## src/design/csvs_pkg.sv

```systemverilog
// Package with the types, character codes and byte handling of the CSV splitter.
`timescale 1ns / 1ps

package csvs_pkg;

    localparam logic [7:0] CH_QUOTE = 8'h22;
    localparam logic [7:0] CH_COMMA = 8'h2C;
    localparam logic [7:0] CH_CR    = 8'h0D;
    localparam logic [7:0] CH_LF    = 8'h0A;
    localparam logic [7:0] CH_SP    = 8'h20;
    localparam logic [7:0] CH_TAB   = 8'h09;
    localparam logic [7:0] CH_END   = 8'hFF;

    localparam int QDEPTH = 4;
    localparam int QAW    = $clog2(QDEPTH);
    localparam int QCW    = $clog2(QDEPTH + 1);

    typedef struct packed {
        logic [7:0] data_byte;
        logic       end_of_file;
    } src_item_t;

    typedef struct packed {
        logic [7:0] data_out;
        logic       has_data;
        logic       ends_field;
        logic       ends_line;
        logic       ends_file;
        logic       last;
    } res_item_t;

    typedef struct packed {
        logic in_quote;
        logic field_open;
        logic content_seen;
        logic quote_pending;
        logic text_pending;
    } state_t;

    localparam state_t LINE_START = '{
        in_quote:      1'b0,
        field_open:    1'b1,
        content_seen:  1'b0,
        quote_pending: 1'b0,
        text_pending:  1'b0
    };

    typedef struct packed {
        logic      emit;
        res_item_t res;
        state_t    st;
    } byte_step_t;

    typedef struct packed {
        logic      v0;
        logic      v1;
        res_item_t r0;
        res_item_t r1;
    } push_t;

    function automatic res_item_t data_res(logic [7:0] c);
        res_item_t r;
        r          = '0;
        r.data_out = c;
        r.has_data = 1'b1;
        return r;
    endfunction

    function automatic res_item_t ctrl_res(logic ef, logic el, logic efile);
        res_item_t r;
        r            = '0;
        r.ends_field = ef;
        r.ends_line  = el;
        r.ends_file  = efile;
        return r;
    endfunction

    // Handles one byte outside the pending-quote decision.
    function automatic byte_step_t handle_byte(state_t st, logic [7:0] c);
        byte_step_t r;
        r.emit = 1'b0;
        r.res  = '0;
        r.st   = st;
        case (c)
            CH_QUOTE:
            begin
                if (st.in_quote)
                begin
                    r.st.quote_pending = 1'b1;
                end
                else
                begin
                    r.st.in_quote     = 1'b1;
                    r.st.content_seen = 1'b1;
                end
            end
            CH_COMMA:
            begin
                if (st.in_quote)
                begin
                    r.emit            = 1'b1;
                    r.res             = data_res(c);
                    r.st.content_seen = 1'b1;
                end
                else if (st.field_open)
                begin
                    r.emit = 1'b1;
                    r.res  = ctrl_res(1'b1, 1'b0, 1'b0);
                end
                else
                begin
                    r.st.field_open = 1'b1;
                end
            end
            CH_END:
            begin
                r.emit = 1'b1;
                r.res  = ctrl_res(1'b0, 1'b1, 1'b0);
                r.st   = LINE_START;
            end
            CH_CR:
            begin
                if (st.in_quote)
                begin
                    r.emit            = 1'b1;
                    r.res             = data_res(c);
                    r.st.content_seen = 1'b1;
                end
            end
            CH_LF:
            begin
                r.emit = 1'b1;
                if (st.in_quote)
                begin
                    r.res             = data_res(c);
                    r.st.content_seen = 1'b1;
                end
                else
                begin
                    r.res = ctrl_res(st.field_open, 1'b1, 1'b0);
                    r.st  = LINE_START;
                end
            end
            CH_SP, CH_TAB:
            begin
                if (st.content_seen)
                begin
                    r.emit = 1'b1;
                    r.res  = data_res(c);
                end
            end
            default:
            begin
                r.st.content_seen = 1'b1;
                if (st.field_open)
                begin
                    r.emit = 1'b1;
                    r.res  = data_res(c);
                end
            end
        endcase
        if (r.emit && r.res.has_data)
        begin
            r.st.text_pending = 1'b1;
        end
        if (r.emit && r.res.ends_field)
        begin
            r.st.text_pending = 1'b0;
        end
        return r;
    endfunction

endpackage

```

## src/design/csvs_step.sv

```systemverilog
// Parser state register and the per-byte decode that yields up to two results.
`timescale 1ns / 1ps

module csvs_step (
    input  logic                 clk,
    input  logic                 rst_n,
    input  logic                 fire,
    input  csvs_pkg::src_item_t  item,
    output csvs_pkg::push_t      push
);

    csvs_pkg::state_t     state_reg;
    csvs_pkg::state_t     state_next;
    csvs_pkg::state_t     st_after_quote;
    csvs_pkg::byte_step_t hb;
    csvs_pkg::res_item_t  r0;
    csvs_pkg::res_item_t  r1;
    logic                 v0;
    logic                 v1;

    always_comb
    begin
        st_after_quote               = state_reg;
        st_after_quote.quote_pending = 1'b0;
        st_after_quote.text_pending  = 1'b0;
        st_after_quote.in_quote      = 1'b0;
        st_after_quote.field_open    = 1'b0;
        if (state_reg.quote_pending)
        begin
            hb = csvs_pkg::handle_byte(st_after_quote, item.data_byte);
        end
        else
        begin
            hb = csvs_pkg::handle_byte(state_reg, item.data_byte);
        end
    end

    always_comb
    begin
        v0         = 1'b0;
        v1         = 1'b0;
        r0         = '0;
        r1         = '0;
        state_next = state_reg;
        if (item.end_of_file)
        begin
            v0 = 1'b1;
            r0 = csvs_pkg::ctrl_res(!state_reg.quote_pending && state_reg.text_pending,
                                    1'b1, 1'b1);
            state_next = csvs_pkg::LINE_START;
        end
        else if (state_reg.quote_pending)
        begin
            v0 = 1'b1;
            if (item.data_byte == csvs_pkg::CH_QUOTE)
            begin
                r0                       = csvs_pkg::data_res(item.data_byte);
                state_next               = state_reg;
                state_next.quote_pending = 1'b0;
                state_next.text_pending  = 1'b1;
            end
            else
            begin
                r0         = csvs_pkg::ctrl_res(1'b1, 1'b0, 1'b0);
                v1         = hb.emit;
                r1         = hb.res;
                state_next = hb.st;
            end
        end
        else
        begin
            v0         = hb.emit;
            r0         = hb.res;
            state_next = hb.st;
        end
        r0.last = !v1;
        r1.last = 1'b1;
    end

    always_ff @(posedge clk or negedge rst_n)
    begin
        if (!rst_n)
        begin
            state_reg <= csvs_pkg::LINE_START;
        end
        else if (fire)
        begin
            state_reg <= state_next;
        end
    end

    assign push.v0 = fire && v0;
    assign push.v1 = fire && v0 && v1;
    assign push.r0 = r0;
    assign push.r1 = r1;

endmodule

```

## src/design/csvs_outq.sv

```systemverilog
// Result queue that takes up to two results per cycle and delivers one per cycle unless res_stall is high.
`timescale 1ns / 1ps

module csvs_outq (
    input  logic                 clk,
    input  logic                 rst_n,
    input  csvs_pkg::push_t      push,
    output logic                 room,
    output logic                 res_valid,
    input  logic                 res_stall,
    output csvs_pkg::res_item_t  res_item
);

    csvs_pkg::res_item_t            mem_reg [csvs_pkg::QDEPTH];
    logic [csvs_pkg::QAW-1:0]       wr_ptr_reg;
    logic [csvs_pkg::QAW-1:0]       wr_ptr_next;
    logic [csvs_pkg::QAW-1:0]       wr_ptr_p1;
    logic [csvs_pkg::QAW-1:0]       rd_ptr_reg;
    logic [csvs_pkg::QAW-1:0]       rd_ptr_next;
    logic [csvs_pkg::QCW-1:0]       count_reg;
    logic [csvs_pkg::QCW-1:0]       count_next;
    logic                           pop;

    assign pop       = (count_reg != '0) && !res_stall;
    assign res_valid = (count_reg != '0);
    assign res_item  = mem_reg[rd_ptr_reg];
    assign room      = (count_reg <= csvs_pkg::QCW'(csvs_pkg::QDEPTH - 2));
    assign wr_ptr_p1 = wr_ptr_reg + csvs_pkg::QAW'(1);

    always_comb
    begin
        wr_ptr_next = wr_ptr_reg + csvs_pkg::QAW'(push.v0) + csvs_pkg::QAW'(push.v1);
        rd_ptr_next = rd_ptr_reg + csvs_pkg::QAW'(pop);
        count_next  = count_reg + csvs_pkg::QCW'(push.v0) + csvs_pkg::QCW'(push.v1)
                      - csvs_pkg::QCW'(pop);
    end

    always_ff @(posedge clk)
    begin
        if (push.v0)
        begin
            mem_reg[wr_ptr_reg] <= push.r0;
        end
        if (push.v1)
        begin
            mem_reg[wr_ptr_p1] <= push.r1;
        end
    end

    always_ff @(posedge clk or negedge rst_n)
    begin
        if (!rst_n)
        begin
            wr_ptr_reg <= '0;
            rd_ptr_reg <= '0;
            count_reg  <= '0;
        end
        else
        begin
            wr_ptr_reg <= wr_ptr_next;
            rd_ptr_reg <= rd_ptr_next;
            count_reg  <= count_next;
        end
    end

endmodule

```

## src/design/csv_line_field_splitter.sv

```systemverilog
// Top level of the CSV line and field splitter.
`timescale 1ns / 1ps

// The splitter takes one file byte per transaction and returns markers for content bytes,
// field ends, line ends and the end of the file; a byte yields zero, one or two result
// transactions, and the last one of a byte has last set. A byte is accepted every cycle
// unless src_stall is high: it waits in the input register, its results are written into a
// four-entry result queue from there, and the queue hands out one result per cycle unless
// res_stall is high. A byte moves on from the input register only while the queue has room
// for two results, so a long run of bytes that each give two results is paced by the
// single result port.
module csv_line_field_splitter (
    input  logic                 clk,
    input  logic                 rst_n,
    input  logic                 src_valid,
    output logic                 src_stall,
    input  csvs_pkg::src_item_t  src_item,
    output logic                 res_valid,
    input  logic                 res_stall,
    output csvs_pkg::res_item_t  res_item
);

    logic                 in_valid_reg;
    logic                 in_valid_next;
    csvs_pkg::src_item_t  in_item_reg;
    logic                 room;
    logic                 fire;
    csvs_pkg::push_t      push;

    assign fire          = in_valid_reg && room;
    assign src_stall     = in_valid_reg && !room;
    assign in_valid_next = src_stall ? in_valid_reg : src_valid;

    always_ff @(posedge clk or negedge rst_n)
    begin
        if (!rst_n)
        begin
            in_valid_reg <= 1'b0;
        end
        else
        begin
            in_valid_reg <= in_valid_next;
        end
    end

    always_ff @(posedge clk)
    begin
        if (src_valid && !src_stall)
        begin
            in_item_reg <= src_item;
        end
    end

    csvs_step u_step (
        .clk   (clk),
        .rst_n (rst_n),
        .fire  (fire),
        .item  (in_item_reg),
        .push  (push)
    );

    csvs_outq u_outq (
        .clk       (clk),
        .rst_n     (rst_n),
        .push      (push),
        .room      (room),
        .res_valid (res_valid),
        .res_stall (res_stall),
        .res_item  (res_item)
    );

endmodule

```

## config.mk

```make
export PLATFORM = sky130hd
export DESIGN_NAME = csv_line_field_splitter
export DESIGN_NICKNAME = d
export VERILOG_FILES = /design/src/design/csvs_pkg.sv /design/src/design/csvs_step.sv /design/src/design/csvs_outq.sv /design/src/design/csv_line_field_splitter.sv
export SDC_FILE = /design/constraint.sdc
export NUM_CORES = 1
export LEC_CHECK = 0
export BUFFER_PORTS_ARGS = -buffer_cell sky130_fd_sc_hd__buf_2
export CAP_MARGIN = 0
export CELL_PAD_IN_SITES_DETAIL_PLACEMENT = 0
export CELL_PAD_IN_SITES_GLOBAL_PLACEMENT = 1
export CORE_MARGIN = 4
export CORE_UTILIZATION = 55
export DETAILED_ROUTE_END_ITERATION = 10
export GPL_TIMING_DRIVEN = 0
export PLACE_DENSITY = 0.95
export REMOVE_ABC_BUFFERS = 1
export SYNTH_ARGS = -nofsm -noshare
export SYNTH_HDL_FRONTEND = slang
export SYNTH_HIERARCHICAL = 1
export SYNTH_SLANG_ARGS = --single-unit
```

## constraint.sdc

```tcl
create_clock -name clk -period 10.1 [get_ports clk]
set_clock_uncertainty 0.05 [all_clocks]
set_input_delay 0 -clock clk [delete_from_list [all_inputs] [get_ports clk]]
set_output_delay 0 -clock clk [all_outputs]
set_load 0.005 [all_outputs]
```

==> results.json <==
{
  "outcome": "finished clean",
  "min_from": "res_stall",
  "max_freq_mhz": 258,
  "vias_per_cell": 5.81,
  "nets": 359,
  "hold_path_depth": 3,
  "ys_async_sr_fraction": 0.176,
  "die_y_um": 95.8,
  "cts_tree": "yes",
  "drcViolationCount": 0,
  "total_power_mw": 1.15,
  "power_frac_comb": 0.364,
  "largest_reg_flops": 52,
  "tightest_slew_ns": 1.27,
  "setup_slack_ns": 6.23,
  "post-cts-setup-buffers": 0,
  "yosysWarnings": 6,
  "setup_viol": 0,
  "top_usage_layer": "met2",
  "htree_num_levels": 3,
  "ys_seq_area_frac": 0.509,
  "core_area_mm2": 0.00737,
  "grt_overflow_total": 0,
  "numCtsBuffers": 9,
  "critPathRequiredTime_ns": 10.10,
  "routedWlPerCell_um": 19.2,
  "rows": 31,
  "path_cells": "or3_4 > nor4_1 > nor2_1 > nand2_1 > and3_1 > nand3b_2 > o21ai_1 > buf_6",
  "slowest_delay_ns": 0.60,
  "p_int_mw": 0.756,
  "tns_ns": 0,
  "clock_latency_ns": 0.34,
  "final_hold_viol_count": 0,
  "die_area_mm2": 0.00918,
  "slew_viol_final": 0,
  "power_frac_seq": 0.458,
  "path_class": "register to register",
  "antenna_left": 0,
  "ir_drop_v": 0.000145,
  "vias": 2580,
  "r2r-end": "u_outq/mem_reg[2][8]",
  "power.leakage_nw": 1.73,
  "p_clk_frac": 0.178,
  "synthCells": 308,
  "slowest_stage": "o21ai_1",
  "gp_congestion": 0.934,
  "grt_pass1_wl_um": 13700,
  "endpoint_kind": "register",
  "synth_common_cells": "61 x edfxtp_1, 24 x mux2_2, 19 x mux2_1",
  "r2r_start": "in_item_reg[7]",
  "ys_types": 67,
  "ys_ff_latch": 74,
  "synth_ff_type": "edfxtp_1",
  "start_util": 0.575,
  "rsz0062_at_grt": "no",
  "antenna_found_initial": 0,
  "hold_path_class": "primary input to register",
  "dr.first_iter.drc_count": 121,
  "switching_power_mw": 0.395,
  "min_to": "u_outq/rd_ptr_reg[0]",
  "min_period_over_period": 0.383,
  "cp_max_fo": 14,
  "wl_um": 8530,
  "max-slew-margin-rel": 0.150,
  "synth_area_mm2": 0.00424,
  "r2r_cells": 8,
  "switching_share": 0.343,
  "drive_gt1_frac": 0.307,
  "syn_to_final_growth_pct": 10.1,
  "antenna_cells": 0,
  "use_met3": 0.0485,
  "clock-sinks": 74,
  "powerDensity_mw_per_mm2": 247,
  "path_clk_slew_ns": 0.08,
  "postLayoutCellArea_mm2": 0.00467,
  "dpl_worst_slack_ns": 6.14,
  "synthTopCellsByArea": "edfxtp_1 43%, dfrtp_1 7.1%, mux4_2 6.9%",
  "cts-resized-gates": 0,
  "yosys.area.top_type": "edfxtp_1",
  "clock-root-buffer": "clkbuf_8",
  "finalCriticalPeriod_ns": 3.87,
  "grt_max_degree": 16,
  "first_pass_iters": 4,
  "fill_cells": 561,
  "use_met2": 0.367,
  "worst_ep_arrival_time_ns": 3.88,
  "die_x_um": 95.8,
  "cts_hold_buf": 11,
  "synth_edf_count": 61,
  "r2r_setup_slack_ns": 6.23,
  "hpwl_um": 5890,
  "io_buffers": 27,
  "critPathLaunchType": "register",
  "synth_top_area_share": 0.432,
  "ios": 28,
  "use_met1": 0.245,
  "grt_pass1_vias": 2660,
  "synth_most_common_cell": "edfxtp_1",
  "grt.total_usage": 0.205,
  "syn_avg_cell_area_um2": 13.8,
  "cts_max_path_buffers": 2,
  "postLayoutCoreUtil": 0.633,
  "place_area_mm2": 0.00438,
  "max_cap_violations": 0
}
-- layout by cell type, fill, tap and decap left out, types with 4 or more instances in the layout --
cell type / Yosys / layout
edfxtp_1: 61 / 61
buf_2: 5 / 27
mux2_2: 24 / 24
mux2_1: 19 / 19
mux4_2: 13 / 13
nor2_1: 13 / 13
dfrtp_1: 12 / 12
inv_1: 11 / 11
dlygate4sd3_1: 0 / 11
o21ai_0: 12 / 11
clkbuf_8: 0 / 10
nand2_1: 10 / 10
mux2_4: 9 / 9
nor3b_1: 8 / 8
conb_1: 2 / 8
a21oi_1: 5 / 5
nor2b_1: 6 / 5
and2_1: 4 / 4
nand2b_1: 4 / 4
nand4_1: 4 / 4
a211oi_1: 4 / 4
nand3_1: 4 / 4
-- power groups by stage --
stage | Combinational (mW) | Clock [mW] | Sequential, mW
2_1_floorplan | 0.295 | 0 | 0.507
5_1_grt | 0.460 | 0.223 | 0.540
4_1_cts | 0.420 | 0.210 | 0.529
3_5_place_dp | 0.414 | 0 | 0.535
6_report | 0.419 | 0.205 | 0.527
3_3_place_gp | 0.387 | 0 | 0.530
-- metrics by stage --
step	hold slack [ns]	cells
global route	0.0414	444
floorplan	-0.346	289
global placement	-0.130	415
CTS	0.0205	444
finish	0.0300	444
detailed placement	-0.127	417
-- kinds of logic after synthesis --
group | synth area share
AND/OR/NAND/NOR | 0.123
flip-flops | 0.509
multiplexers | 0.220
AO/OA/AOI/OAI | 0.0664
buffers and inverters | 0.0487
adder cells (fa/ha/maj) | 0.0230
XOR/XNOR | 0.00827
other | 0.00177
-- metal layers --
metal,up-vias,share of wire
met5,-,0
met4,0,0.013
met3,7,0.042
met2,73,0.53
met1,1270,0.42
li1,1230,-
-- how the worst max path moves through the flow --
| stage | start | endpoint | slack (ns) | cells after the start |
|---|---|---|---|---|
| CTS | in_item_reg[7] | u_outq/mem_reg[3][10] | 6.12 | 7 |
| detailed placement | in_item_reg[7] | u_outq/mem_reg[3][3] | 6.14 | 7 |
| global route | in_item_reg[7] | u_outq/mem_reg[2][10] | 5.99 | 8 |
| floorplan | in_item_reg[5] | u_outq/mem_reg[0][0] | 6.82 | 7 |
| global placement | in_item_reg[5] | u_outq/mem_reg[0][3] | 5.81 | 7 |
| finish | in_item_reg[7] | u_outq/mem_reg[2][8] | 6.23 | 8 |
-- critical path, delay by kind of cell, from the launching register on --
family	cells	cell delay [ns]
compound gates	1	0.60
buf+inv	1	0.24
flops	1	0.47
simple gates	6	2.22
-- cell type report --
| class | count | area (um^2) | share of cell area |
|---|---|---|---|
| Clock inverter | 4 | 26.3 | 0.00563 |
| Tap cell | 99 | 124 | 0.0265 |
| Clock buffer | 12 | 145 | 0.0311 |
| Inverter | 11 | 41.3 | 0.00885 |
| Multi-Input combinational cell | 204 | 1900 | 0.408 |
| Sequential cell | 74 | 2160 | 0.462 |
| Timing Repair Buffer | 40 | 268 | 0.0574 |
(Power assumes the default switching activity.)
